File: src/hdl/lmfb_pkg.sv
// Package of the LED matrix frame buffer: geometry, opcodes, colors and
// configuration register indexes. No dependencies.
package lmfb_pkg;

  localparam int MATRIX_ROWS  = 16;
  localparam int MODULE_WIDTH = 16;
  localparam int MAX_MODULES  = 4;
  localparam int ROW_WORD     = 64;
  localparam int ROW_BITS     = 4;
  localparam int DOT_BITS     = 6;
  localparam int WIDTH_BITS   = DOT_BITS + 1;
  localparam int MOD_STEPS    = (ROW_WORD + MODULE_WIDTH - 1) / MODULE_WIDTH;

  localparam logic [1:0] OP_CLEAR  = 2'd0;
  localparam logic [1:0] OP_DRAW   = 2'd1;
  localparam logic [1:0] OP_ROTATE = 2'd2;
  localparam logic [1:0] OP_SEND   = 2'd3;

  localparam logic [1:0] COLOR_RED    = 2'd0;
  localparam logic [1:0] COLOR_GREEN  = 2'd1;
  localparam logic [1:0] COLOR_ORANGE = 2'd2;
  localparam logic [1:0] COLOR_NONE   = 2'd3;

  localparam logic [1:0] CFG_MODULE_COUNT = 2'd0;
  localparam logic [1:0] CFG_GLYPH_WIDTH  = 2'd1;
  localparam logic [1:0] CFG_GLYPH_HEIGHT = 2'd2;

  typedef logic [ROW_WORD-1:0] row_t;

endpackage

File: src/hdl/lmfb_if.sv
// Handshake channels of the LED matrix frame buffer: commands in, dots out.
// Depends on lmfb_pkg.
interface lmfb_in_if;
  import lmfb_pkg::*;
  logic                valid;
  logic                ready;
  logic [1:0]          opcode;
  logic [ROW_WORD-1:0] glyph_columns;
  logic [1:0]          color;
  logic [7:0]          char_col;
  logic [7:0]          char_row;
  logic [5:0]          shift_count;
  logic [3:0]          row_index;

  modport source (output valid, opcode, glyph_columns, color, char_col, char_row,
                  shift_count, row_index, input ready);
  modport sink (input valid, opcode, glyph_columns, color, char_col, char_row,
                shift_count, row_index, output ready);
endinterface

interface lmfb_out_if;
  logic       valid;
  logic       ready;
  logic       dot_red;
  logic       dot_green;
  logic [3:0] row_address;
  logic       row_latch;

  modport source (output valid, dot_red, dot_green, row_address, row_latch,
                  input ready);
  modport sink (input valid, dot_red, dot_green, row_address, row_latch,
                output ready);
endinterface

File: src/hdl/led_matrix_frame_buffer.sv
// Top level of the two-color LED matrix frame buffer.
// Depends on lmfb_pkg, lmfb_in_if, lmfb_out_if and lmfb_ram.
//
// Commands arrive on cmd and dots leave on dots; each moves by a valid/ready
// transfer. Registers module_count, glyph_width and glyph_height are written
// through cfg_we, cfg_index and cfg_data, by the user only while the block
// is idle; the block itself does not enforce this. Both color planes live in
// one 16-row RAM, red in the low half of a word and green in the high half,
// with a valid bit per row so that unwritten rows read as dark.
// Clear takes the transfer cycle only; it drops every valid bit.
// Draw touches glyph_height rows (1 to 8) and rotate touches all 16 rows,
// each row in a RAM read state, then a modify and write-back state.
// Send row reads its row in the RAM read state and then presents one dot
// per cycle while the receiver is ready, for display width dots (16 to 64);
// the last dot carries the latch and row address. cmd.ready is high only
// while no command is in progress. When the receiver stalls, the current dot
// is held in the output register and the dot sequence waits. Reset empties
// the buffer and restores module_count 1, glyph_width 5 and glyph_height 7.
module led_matrix_frame_buffer (
  input  logic              clk,
  input  logic              rst,
  input  logic              cfg_we,
  input  logic [1:0]        cfg_index,
  input  logic [3:0]        cfg_data,
  lmfb_in_if.sink           cmd,
  lmfb_out_if.source        dots
);
  import lmfb_pkg::*;

  localparam logic [1:0] S_IDLE = 2'd0;
  localparam logic [1:0] S_READ = 2'd1;
  localparam logic [1:0] S_MOD  = 2'd2;
  localparam logic [1:0] S_SEND = 2'd3;

  logic [1:0]            state;
  logic [2:0]            module_count;
  logic [3:0]            glyph_width;
  logic [3:0]            glyph_height;

  logic [1:0]            op;
  row_t                  cols;
  logic [1:0]            color;
  logic [DOT_BITS-1:0]   rot_k;
  logic [DOT_BITS-1:0]   x0;
  logic [ROW_BITS-1:0]   row;
  logic [2:0]            step;
  logic                  dark;
  logic [MATRIX_ROWS-1:0] row_valid;
  logic                  rd_ok;
  row_t                  sh_red;
  row_t                  sh_green;
  logic [DOT_BITS-1:0]   dot_cnt;

  logic                  out_valid;
  logic                  out_red;
  logic                  out_green;
  logic [3:0]            out_addr;
  logic                  out_latch;

  logic [2:0]            eff_mods;
  logic [3:0]            eff_gw;
  logic [3:0]            eff_gh;
  logic [12:0]           width_prod;
  logic [WIDTH_BITS-1:0] width;
  row_t                  wmask;
  logic [11:0]           span_c;
  logic [11:0]           span_r;
  logic                  draw_hit;
  logic [WIDTH_BITS-1:0] k_calc;
  logic                  accept;
  logic                  out_free;
  logic                  send_last;

  logic [2*ROW_WORD-1:0] ram_rdata;
  logic [2*ROW_WORD-1:0] ram_wdata;
  logic                  ram_we;
  row_t                  rd_red;
  row_t                  rd_green;
  logic [7:0]            pat;
  row_t                  pat_row;
  row_t                  new_red;
  row_t                  new_green;
  row_t                  rot_red;
  row_t                  rot_green;

  // Effective geometry from the configuration registers.
  always_comb begin
    eff_mods = module_count;
    if (module_count == 3'd0) begin
      eff_mods = 3'd1;
    end else if ({1'b0, module_count} > 4'(MAX_MODULES)) begin
      eff_mods = 3'(MAX_MODULES);
    end
    width_prod = 13'(eff_mods) * 13'(MODULE_WIDTH);
    width = (width_prod > 13'(ROW_WORD)) ? WIDTH_BITS'(ROW_WORD)
                                         : width_prod[WIDTH_BITS-1:0];
    wmask = (width == WIDTH_BITS'(ROW_WORD)) ? '1 : ((row_t'(1) << width) - row_t'(1));
    eff_gw = (glyph_width == 4'd0) ? 4'd1 : (glyph_width > 4'd8) ? 4'd8 : glyph_width;
    eff_gh = (glyph_height == 4'd0) ? 4'd1 : (glyph_height > 4'd8) ? 4'd8 : glyph_height;
  end

  // Cell bounds: col < W / gw holds exactly when (col + 1) * gw <= W.
  always_comb begin
    span_c = (12'(cmd.char_col) + 12'd1) * 12'(eff_gw);
    span_r = (12'(cmd.char_row) + 12'd1) * 12'(eff_gh);
    draw_hit = (span_c <= 12'(width)) && (span_r <= 12'(MATRIX_ROWS))
               && (cmd.color != COLOR_NONE);
    k_calc = WIDTH_BITS'(cmd.shift_count);
    for (int s = 0; s < MOD_STEPS; s++) begin
      if (k_calc >= width) begin
        k_calc = k_calc - width;
      end
    end
  end

  assign accept   = cmd.valid && cmd.ready;
  assign cmd.ready = (state == S_IDLE);
  assign out_free = !out_valid || dots.ready;
  assign send_last = (WIDTH_BITS'(dot_cnt) + WIDTH_BITS'(1)) == width;

  // Read-modify-write of one row.
  always_comb begin
    rd_red   = rd_ok ? ram_rdata[ROW_WORD-1:0] : '0;
    rd_green = rd_ok ? ram_rdata[2*ROW_WORD-1:ROW_WORD] : '0;
    for (int i = 0; i < 8; i++) begin
      pat[i] = (4'(i) < eff_gw) ? cols[{3'(i), step}] : 1'b0;
    end
    pat_row = row_t'(pat) << x0;
    rot_red = (((rd_red & wmask) >> rot_k) | ((rd_red & wmask) << (width - WIDTH_BITS'(rot_k))))
              & wmask;
    rot_green = (((rd_green & wmask) >> rot_k)
                 | ((rd_green & wmask) << (width - WIDTH_BITS'(rot_k)))) & wmask;
    if (op == OP_DRAW) begin
      new_red   = (color == COLOR_RED || color == COLOR_ORANGE) ? (rd_red | pat_row) : rd_red;
      new_green = (color == COLOR_GREEN || color == COLOR_ORANGE) ? (rd_green | pat_row)
                                                                  : rd_green;
    end else if (rot_k == '0) begin
      new_red   = rd_red;
      new_green = rd_green;
    end else begin
      new_red   = (rd_red & ~wmask) | rot_red;
      new_green = (rd_green & ~wmask) | rot_green;
    end
    ram_wdata = {new_green, new_red};
    ram_we    = (state == S_MOD) && (op != OP_SEND);
  end

  lmfb_ram #(
    .WIDTH(2 * ROW_WORD),
    .DEPTH(MATRIX_ROWS)
  ) u_ram (
    .clk  (clk),
    .we   (ram_we),
    .waddr(row),
    .wdata(ram_wdata),
    .raddr(row),
    .rdata(ram_rdata)
  );

  always_ff @(posedge clk) begin
    if (rst) begin
      module_count <= 3'd1;
      glyph_width  <= 4'd5;
      glyph_height <= 4'd7;
    end else if (cfg_we) begin
      case (cfg_index)
        CFG_MODULE_COUNT: module_count <= cfg_data[2:0];
        CFG_GLYPH_WIDTH:  glyph_width  <= cfg_data;
        CFG_GLYPH_HEIGHT: glyph_height <= cfg_data;
        default: ;
      endcase
    end
  end

  always_ff @(posedge clk) begin
    rd_ok <= row_valid[row];
    if (accept) begin
      op    <= cmd.opcode;
      cols  <= cmd.glyph_columns;
      color <= cmd.color;
      rot_k <= k_calc[DOT_BITS-1:0];
      x0    <= DOT_BITS'(span_c - 12'(eff_gw));
      step  <= 3'd0;
      dark  <= ({1'b0, cmd.row_index} >= 5'(MATRIX_ROWS));
      row   <= (cmd.opcode == OP_DRAW) ? ROW_BITS'(span_r - 12'(eff_gh))
             : (cmd.opcode == OP_SEND) ? cmd.row_index : '0;
    end else if (state == S_MOD && op != OP_SEND) begin
      row  <= row + ROW_BITS'(1);
      step <= step + 3'd1;
    end
    if (state == S_MOD && op == OP_SEND) begin
      sh_red   <= dark ? '0 : rd_red;
      sh_green <= dark ? '0 : rd_green;
      dot_cnt  <= '0;
    end else if (state == S_SEND && out_free) begin
      sh_red   <= sh_red >> 1;
      sh_green <= sh_green >> 1;
      dot_cnt  <= dot_cnt + DOT_BITS'(1);
    end
    if (state == S_SEND && out_free) begin
      out_red   <= sh_red[0];
      out_green <= sh_green[0];
      out_addr  <= send_last ? row : '0;
      out_latch <= send_last;
    end
  end

  always_ff @(posedge clk) begin
    if (rst) begin
      state     <= S_IDLE;
      row_valid <= '0;
      out_valid <= 1'b0;
    end else begin
      if (state == S_SEND && out_free) begin
        out_valid <= 1'b1;
      end else if (dots.ready) begin
        out_valid <= 1'b0;
      end
      case (state)
        S_IDLE: begin
          if (accept) begin
            case (cmd.opcode)
              OP_CLEAR: row_valid <= '0;
              OP_DRAW:  state <= draw_hit ? S_READ : S_IDLE;
              default:  state <= S_READ;
            endcase
          end
        end
        S_READ: state <= S_MOD;
        S_MOD: begin
          if (op == OP_SEND) begin
            state <= S_SEND;
          end else begin
            row_valid[row] <= 1'b1;
            if ((op == OP_DRAW && step == 3'(eff_gh - 4'd1))
                || (op == OP_ROTATE && row == ROW_BITS'(MATRIX_ROWS - 1))) begin
              state <= S_IDLE;
            end else begin
              state <= S_READ;
            end
          end
        end
        S_SEND: begin
          if (out_free && send_last) begin
            state <= S_IDLE;
          end
        end
        default: state <= S_IDLE;
      endcase
    end
  end

  assign dots.valid       = out_valid;
  assign dots.dot_red     = out_red;
  assign dots.dot_green   = out_green;
  assign dots.row_address = out_addr;
  assign dots.row_latch   = out_latch;

endmodule

File: src/hdl/lmfb_ram.sv
// Generic single-port-write, single-port-read RAM with a registered read.
// No dependencies.
module lmfb_ram #(
  parameter int WIDTH = 8,
  parameter int DEPTH = 16
) (
  input  logic                     clk,
  input  logic                     we,
  input  logic [$clog2(DEPTH)-1:0] waddr,
  input  logic [WIDTH-1:0]         wdata,
  input  logic [$clog2(DEPTH)-1:0] raddr,
  output logic [WIDTH-1:0]         rdata
);

  logic [WIDTH-1:0] mem [DEPTH];

  always_ff @(posedge clk) begin
    if (we) begin
      mem[waddr] <= wdata;
    end
    rdata <= mem[raddr];
  end

endmodule

File: src/flat_wrapper.sv
// flat-port wrapper written by rule: the top's interface ports become plain ports
module led_matrix_frame_buffer_flat import lmfb_pkg::*;
  (clk, rst, cfg_we, cfg_index, cfg_data, cmd_valid, cmd_opcode, cmd_glyph_columns, cmd_color, cmd_char_col, cmd_char_row, cmd_shift_count, cmd_row_index, cmd_ready, dots_valid, dots_dot_red, dots_dot_green, dots_row_address, dots_row_latch, dots_ready);
  lmfb_in_if cmd_i ();
  lmfb_out_if dots_i ();
  input  logic clk;
  input  logic rst;
  input  logic cfg_we;
  input  logic [1:0] cfg_index;
  input  logic [3:0] cfg_data;
  input wire logic [$bits(cmd_i.valid)-1:0] cmd_valid;
  input wire logic [$bits(cmd_i.opcode)-1:0] cmd_opcode;
  input wire logic [$bits(cmd_i.glyph_columns)-1:0] cmd_glyph_columns;
  input wire logic [$bits(cmd_i.color)-1:0] cmd_color;
  input wire logic [$bits(cmd_i.char_col)-1:0] cmd_char_col;
  input wire logic [$bits(cmd_i.char_row)-1:0] cmd_char_row;
  input wire logic [$bits(cmd_i.shift_count)-1:0] cmd_shift_count;
  input wire logic [$bits(cmd_i.row_index)-1:0] cmd_row_index;
  output wire logic [$bits(cmd_i.ready)-1:0] cmd_ready;
  output wire logic [$bits(dots_i.valid)-1:0] dots_valid;
  output wire logic [$bits(dots_i.dot_red)-1:0] dots_dot_red;
  output wire logic [$bits(dots_i.dot_green)-1:0] dots_dot_green;
  output wire logic [$bits(dots_i.row_address)-1:0] dots_row_address;
  output wire logic [$bits(dots_i.row_latch)-1:0] dots_row_latch;
  input wire logic [$bits(dots_i.ready)-1:0] dots_ready;
  assign cmd_i.valid = cmd_valid;
  assign cmd_i.opcode = cmd_opcode;
  assign cmd_i.glyph_columns = cmd_glyph_columns;
  assign cmd_i.color = cmd_color;
  assign cmd_i.char_col = cmd_char_col;
  assign cmd_i.char_row = cmd_char_row;
  assign cmd_i.shift_count = cmd_shift_count;
  assign cmd_i.row_index = cmd_row_index;
  assign cmd_ready = cmd_i.ready;
  assign dots_valid = dots_i.valid;
  assign dots_dot_red = dots_i.dot_red;
  assign dots_dot_green = dots_i.dot_green;
  assign dots_row_address = dots_i.row_address;
  assign dots_row_latch = dots_i.row_latch;
  assign dots_i.ready = dots_ready;
  led_matrix_frame_buffer u_core (.clk(clk), .rst(rst), .cfg_we(cfg_we), .cfg_index(cfg_index), .cfg_data(cfg_data), .cmd(cmd_i), .dots(dots_i));
endmodule
File: config.mk
export PLATFORM = sky130hd
export DESIGN_NAME = led_matrix_frame_buffer_flat
export DESIGN_NICKNAME = d
export VERILOG_FILES = /design/src/hdl/lmfb_pkg.sv /design/src/hdl/lmfb_if.sv /design/src/hdl/led_matrix_frame_buffer.sv /design/src/hdl/lmfb_ram.sv /design/src/flat_wrapper.sv
export SDC_FILE = /design/constraint.sdc
export NUM_CORES = 2
export LEC_CHECK = 0
export BUFFER_PORTS_ARGS = -buffer_cell sky130_fd_sc_hd__clkbuf_2
export CELL_PAD_IN_SITES_DETAIL_PLACEMENT = 1
export CELL_PAD_IN_SITES_GLOBAL_PLACEMENT = 2
export CORE_MARGIN = 5
export CORE_UTILIZATION = 49
export CTS_BUF_LIST = sky130_fd_sc_hd__clkbuf_4 sky130_fd_sc_hd__clkbuf_8
export CTS_CLUSTER_DIAMETER = 80
export DETAILED_ROUTE_END_ITERATION = 12
export PLACE_DENSITY_LB_ADDON = 0.1
export SYNTH_ARGS = -nofsm -noshare
export SYNTH_HDL_FRONTEND = slang
export SYNTH_SLANG_ARGS = --single-unit
File: constraint.sdc
create_clock -name clk -period 7.9 [get_ports clk]
set_input_delay 1.185 -clock clk [delete_from_list [all_inputs] [get_ports clk]]
set_output_delay 1.185 -clock clk [all_outputs]
set_load 0.01 [all_outputs]
Yosys cells after proc, flatten, opt, wreduce, memory -nomap -nowiden
Memory sizes are Yosys's and may differ from the RTL's. A register that Yosys moved wholly into a read port is not among the register bits. Cells that the tools add are included.

Memories: 1. Flip-flop bits (word level): 259. Output and inout bits: 9. Bits in writable memories: 2048. Logic and storage cells: 213. Input bits: 105.

Reductions and logical operators: 32. Bitwise operators: 14. Order comparisons: 28. Shift-type cells: 6. Multiply operators: 2. Add/subtract/negate cells: 15. Eq/ne operators: 23. Mux-type cells: 71.

Memory list: u_core.u_ram.mem (words 16, bits a word 128, read ports 1, clocked after Yosys merged registers in 1, wr ports 1, line lmfb_ram.sv:15) `logic [WIDTH-1:0] mem [DEPTH];`.

Operator list (number): 2-to-1 mux 64 bit (13); AND 64 bit (6); bitwise OR 64 bit (6); << shifter 64 x 7 -> 64 bit (2); >> shifter 64 x 6 -> 64 bit (2); inverter 64 bit (1); << shifter 1 x 7 -> 64 bit (first input constant) (1); << shifter 8 x 6 -> 64 bit (1); subtractor 64 x 1 -> 64 bit (second input constant) (1); 2-to-1 mux 16 bit (3); 2-to-1 mux 4 bit (8); one-hot mux 16 bit (2 select lines) (1); < comparator 6 x 7 -> 1 bit (second input constant) (4); 2-to-1 mux 7 bit (4); binary-select mux 1 bit (select 3 bit) (8); multiplier 9 x 4 -> 12 bit (2); 2-to-1 mux 1 bit (24); greater-or-equal comparator 7 bit (3); adder 8 x 1 -> 9 bit (second input constant) (2); < comparator 3 x 4 -> 1 bit (first input constant) (4); bitwise OR 16 bit (1); equality test 2 bit (second input constant) (7); < comparator 5 x 7 -> 1 bit (second input constant) (2); != test 2 bit (second input constant) (7); other kinds (46) (78).

Longest topological paths before layout
Depth after elaboration: 15. Mapped depth: 28. Mapped depth without buffers: 26.

By module
From an unflattened synthesis, not the netlist that was laid out.

Cell total of the unflattened synthesis: 7741. Area, all modules: 113861.7 um2.

By module, submodules not included: lmfb_ram (instances 1, sequential area each 64061.4 um2, cells each 3365, area each 79331.1 um2); led_matrix_frame_buffer (instances 1, sequential area each 7377.1 um2, cells each 4376, area each 34530.6 um2).

Worst setup path before layout
Ideal clock, no wire load.

Kind: input to register. From: input cmd_shift_count[0]. To: register u_core.rot_k[5] (data pin). Cell stages on the path: 23. Slack: 1.772 ns. Arrival: 5.868 ns. Buffers on the path: 0. Library setup time: 0.260 ns. Required time: 7.640 ns. Cell sequence: nor4_1 a21oi_1 nor2b_1 o21a_1 mux2_2 ha_1 nand2_1 nand2_1 a21o_1 a21oi_1 mux2_2 ha_1 nand2_1 nand2_1 a21o_1 a21oi_1 mux2_2 ha_1 nand2_1 nand2_1 a21o_1 a21oi_1 mux2_2.

Longest elaborated chain between the ends: 8. Elaborated cells on any way between the ends: 12. Those cells by class: add/sub: 4; order compare: 4; mux: 4.

Ends and longest elaborated chain: start, declared (line flat_wrapper.sv:17) `input wire logic [$bits(cmd_i.shift_count)-1:0] cmd_shift_count;`; subtractor 6 x 7 -> 7 bit or greater-or-equal comparator 6 x 7 -> 1 bit (tied branches) (line led_matrix_frame_buffer.sv:111, led_matrix_frame_buffer.sv:110); 2-to-1 mux 7 bit (*) (line led_matrix_frame_buffer.sv:110) `if (k_calc >= width) begin`; subtractor 7 bit or greater-or-equal comparator 7 bit (tied branches) (line led_matrix_frame_buffer.sv:111, led_matrix_frame_buffer.sv:110); 2-to-1 mux 7 bit (*) (line led_matrix_frame_buffer.sv:110); subtractor 7 bit or greater-or-equal comparator 7 bit (tied branches) (line led_matrix_frame_buffer.sv:111, led_matrix_frame_buffer.sv:110); 2-to-1 mux 7 bit (*) (line led_matrix_frame_buffer.sv:110); subtractor 6 bit or greater-or-equal comparator 7 bit (tied branches) (line led_matrix_frame_buffer.sv:111, led_matrix_frame_buffer.sv:110); 2-to-1 mux 6 bit (*) (line led_matrix_frame_buffer.sv:110); named net u_core.k_calc[5] (line led_matrix_frame_buffer.sv:69) `logic [WIDTH_BITS-1:0] k_calc;`; end signal, assigned (line led_matrix_frame_buffer.sv:181) `rot_k <= k_calc[DOT_BITS-1:0];`; end, declared (line led_matrix_frame_buffer.sv:43) `logic [DOT_BITS-1:0] rot_k;`.

Mark *: on every way through the listed nets, which the timed path passes. The rest lies on a longest branch. A chain may end at the register's enable or synchronous reset.

Worst setup path in the final report
From: register u_core.module_count[2]. To: register u_core.rot_k[5] (data pin).

Longest elaborated chain between the ends: 13. Elaborated cells on any way between the ends: 18. Those cells by class: add/sub: 4; order compare: 6; mux: 7; reduce/logical: 1.

Ends and longest elaborated chain: start, declared (line led_matrix_frame_buffer.sv:36) `logic [2:0] module_count;`; start signal, assigned (line led_matrix_frame_buffer.sv:167) `CFG_MODULE_COUNT: module_count <= cfg_data[2:0];`; > comparator 3 bit (line led_matrix_frame_buffer.sv:91) `end else if ({1'b0, module_count} > 4'(MAX_MODULES)) begin`; 2-to-1 mux 3 bit (line led_matrix_frame_buffer.sv:91); 2-to-1 mux 3 bit (*) (line led_matrix_frame_buffer.sv:89) `if (module_count == 3'd0) begin`; > comparator 7 bit (line led_matrix_frame_buffer.sv:95) `width = (width_prod > 13'(ROW_WORD)) ? WIDTH_BITS'(ROW_WORD)`; 2-to-1 mux 7 bit (*) (line led_matrix_frame_buffer.sv:95); subtractor 6 x 7 -> 7 bit or greater-or-equal comparator 6 x 7 -> 1 bit (tied branches) (line led_matrix_frame_buffer.sv:111, led_matrix_frame_buffer.sv:110); 2-to-1 mux 7 bit (line led_matrix_frame_buffer.sv:110); subtractor 7 bit or greater-or-equal comparator 7 bit (tied branches) (line led_matrix_frame_buffer.sv:111, led_matrix_frame_buffer.sv:110); 2-to-1 mux 7 bit (line led_matrix_frame_buffer.sv:110); subtractor 7 bit or greater-or-equal comparator 7 bit (tied branches) (line led_matrix_frame_buffer.sv:111, led_matrix_frame_buffer.sv:110); 2-to-1 mux 7 bit (line led_matrix_frame_buffer.sv:110); subtractor 6 bit or greater-or-equal comparator 7 bit (tied branches) (line led_matrix_frame_buffer.sv:111, led_matrix_frame_buffer.sv:110); 2-to-1 mux 6 bit (*) (line led_matrix_frame_buffer.sv:110); named net u_core.k_calc[5] (line led_matrix_frame_buffer.sv:69).

Marked as above.

==> flow_summary.json <==
{
  "outcome": "finished with violations",
  "violations": "capacitance limit, slew limit",
  "crit_path_max_incr_delay_ns": 0.42,
  "slew_headroom_pct": -9.12,
  "critPathKind": "flop to flop",
  "crit_fanout": 24,
  "fillers": 21400,
  "setup.worst_path.end_class": "flop",
  "dp_hpwl_um": 290000,
  "rsz0062_at_grt": "false",
  "synth-seq-cells": 2435,
  "min_period_over_period_pct": 78.3,
  "io_buffers": 113,
  "peakVddDrop_v": 0.000227,
  "grt_pass1_vias": 77200,
  "path_clk_slew_ns": 0.07,
  "critPathTopFamily": "compound AO/OA/AOI/OAI gates",
  "grt_usage_pct": 35.9,
  "reg2reg_slack_ns": 1.71,
  "nNetsFinal": 7797,
  "fin_skew_ns": 0.142,
  "avgSynthCellArea_um2": 15.5,
  "async_reset_ff_share_pct": 0,
  "grt_antenna_before_repair": 30,
  "placed_area_um2": 119000,
  "core-area_um2": 230000,
  "yosys_most_used_dff": "edfxtp_1",
  "slew_violations": 4,
  "cp_slowest_cell": "buf_4",
  "grt_max_degree": 146,
  "synth.distinct_cells": 101,
  "finalInstanceArea_um2": 127000,
  "viasPerCell": 6.96,
  "drt_iter0_drc": 10400,
  "ys_warn_count": 0,
  "cts_tree": "built",
  "setup_violations": 0,
  "cp-startpoint": "u_core.module_count[2]",
  "netlist_instances": 7322,
  "wl_um": 440000,
  "cpMostUsedCell": "nand2_1",
  "wl_per_cell_um": 40.2,
  "ant_nets": 0,
  "numCtsBuffers": 394,
  "drive_above_1_share_pct": 26.5,
  "initial_core_util_pct": 49.3,
  "num_rows": 176,
  "cp.buffers_inverters": 2,
  "die-height_um": 492,
  "route.detailed.drc": 0,
  "maxCapViolCount": 1,
  "worstPathRequired_ns": 8.72,
  "synth-edff-count": 2267,
  "p_leak_nw": 41.9,
  "fmax_mhz": 162,
  "vias": 76200,
  "start_kind": "flop",
  "min_period_ns": 6.19,
  "grt_pass1_wl_um": 613000,
  "power_density_nw_per_um2": 281,
  "cts_buffer_depth": 4,
  "postCtsSetupRepairBufs": 0,
  "r2r_start": "u_core.module_count[2]",
  "hold_viol": 0,
  "die_w_um": 492,
  "cts_max_level": 5,
  "area_growth_pct": 11.6,
  "grt.overflow.total": 0,
  "yosysSeqAreaShare_pct": 62.8,
  "syn-cell-area_um2": 114000,
  "critical_path_arrival_ns": 7.01,
  "place.gp.congestion": 1.09,
  "insertion_delay_ns": 1.12,
  "dieArea_um2": 242000,
  "io_pins": 114,
  "cts.sinks": 2435,
  "cts_root_buf": "clkbuf_8",
  "worst_pin_slew_ns": 1.64,
  "hold_class": "input pin to flop",
  "synth_nets": 7523,
  "min_from": "cmd_glyph_columns[38]",
  "cts_resized": 0,
  "firstDrtPassIters": 6,
  "cts_hold_buf": 0,
  "finalSetupTns_ns": 0
}
[sequential cells by signal, summed over array words and instances (netlist names), 4 cells and up]
| register | count |
|---|---|
| u_core.row | 4 |
| u_core.rot_k | 6 |
| u_core.sh_green | 64 |
| u_core.dots.row_address | 4 |
| u_core.x0 | 6 |
| u_core.u_ram.mem | 2048 |
| u_core.row_valid | 16 |
| u_core.cols | 64 |
| u_core.dot_cnt | 6 |
| u_core.glyph_height | 4 |
| u_core.u_ram.rdata | 128 |
| u_core.sh_red | 64 |
| u_core.glyph_width | 4 |
[worst register-to-register path, cell delays in order (launching register included)]
cell	delay [ns]
dfxtp_1	0.33
buf_4	0.42
a21oi_1	0.10
buf_4	0.23
ha_1	0.32
a21oi_1	0.07
nor2b_1	0.11
o21a_1	0.18
mux2_2	0.37
ha_1	0.31
nand2_1	0.06
nand2_1	0.05
a21o_1	0.17
a21oi_1	0.29
mux2_2	0.39
ha_1	0.30
nand2_1	0.06
nand2_1	0.05
a21o_1	0.17
a21oi_1	0.34
mux2_2	0.40
ha_1	0.31
nand2_1	0.06
nand2_1	0.06
a21o_1	0.18
a21oi_1	0.26
mux2_2	0.37
[worst paths after layout]
kind | to | cells past startpoint
setup reg to reg | u_core.rot_k[5] | 26
hold / removal | u_core.cols[38] | 1
hold reg to reg | u_core.dots.dot_red | 0
setup / recovery | u_core.rot_k[5] | 26
[power by group]
group	switching, mW	internal, mW	total, mW
Clock	4.94	6.09	11.0
Combinational	5.87	2.92	8.79
Sequential	0.932	14.9	15.8
Total	11.7	23.9	35.6
[per-layer routing]
metal | track usage (%) | routed length (um)
met1 | 49.9 | 177000
met2 | 54.0 | 198000
met3 | 8.30 | 40700
met4 | 17.3 | 25000
met5 | 0 | 172
[synthesized netlist by cell type (50+ instances only)]
master	instances	area (um2)
a21oi_1	282	1410
nor2_1	347	1300
mux2_2	111	1250
edfxtp_1	2267	68100
mux4_2	786	17700
nand3_1	140	701
nor3_1	77	385
nand2_1	712	2670
clkbuf_1	301	1130
and2_1	52	325
nand2b_1	50	313
dfxtp_1	168	3360
a211oi_1	53	398
o21ai_0	339	1700
mux2i_1	238	2380
o211ai_1	65	488
a31oi_1	81	507
ha_1	63	788
buf_1	109	409
buf_2	101	505
inv_1	102	383
[cell usage in the layout, fill, tap and decap left out, types with 28 or more instances in the layout]
master and n:
edfxtp_1 2267, mux4_2 786, nand2_1 709, clkbuf_8 460
nor2_1 336, o21ai_0 326, buf_4 283, a21oi_1 277
mux2i_1 238, dfxtp_1 167, nand3_1 139, clkbuf_4 130
clkbuf_2 113, mux2_2 111, inv_1 99, a31oi_1 81
nor3_1 77, o211ai_1 65, ha_1 62, clkinv_1 58
a211oi_1 52, nand2b_1 50, and2_1 50, o22ai_1 46
a22oi_1 41, a221oi_1 41, a32oi_1 40, clkinv_2 39
a21o_1 37, o221ai_1 36, xnor2_1 35, o21a_1 34
a211o_1 33, fa_1 33, and3_1 30, buf_12 30
nor2b_1 28
[cell families (layout without fill, tap and decap cells)]
group / count (synthesis) / count (layout) / synth area share (%)
compound gates: 1378 / 1378 / 8.08
simple gates: 1556 / 1556 / 6.07
other cells: 0 / 16 / 0
mux: 1139 / 1139 / 18.8
buf+inv: 657 / 1246 / 2.43
fa+ha+maj: 96 / 96 / 1.27
xor+xnor: 61 / 61 / 0.477
flops: 2435 / 2435 / 62.8
[through the flow]
step                      hold slack, ns  worst slack (ns)  power, mW  utilization (%)  cells
after floorplan                    0.400              1.77       20.4                -   7322
after global placement             0.406             0.959       24.4             51.5  10200
after detailed placement           0.444              1.15       24.4             51.5  10200
after CTS                          0.198              1.73       35.5             55.1  10900
after global routing               0.199              1.44       36.7             55.1  10900
final                              0.289              1.71       35.6             55.1  11000
[final cells by class]
class	count	area, um2	share of cell area [%]
Inverter	109	417	0.328
Clock buffer	590	7310	5.76
Multi-Input combinational cell	4230	39800	31.4
Timing Repair Buffer	426	3290	2.59
Sequential cell	2435	71400	56.3
Antenna cell	16	40.0	0.0316
Tap cell	3026	3790	2.98
Clock inverter	121	761	0.600
Power figures use the tool's default switching activity.
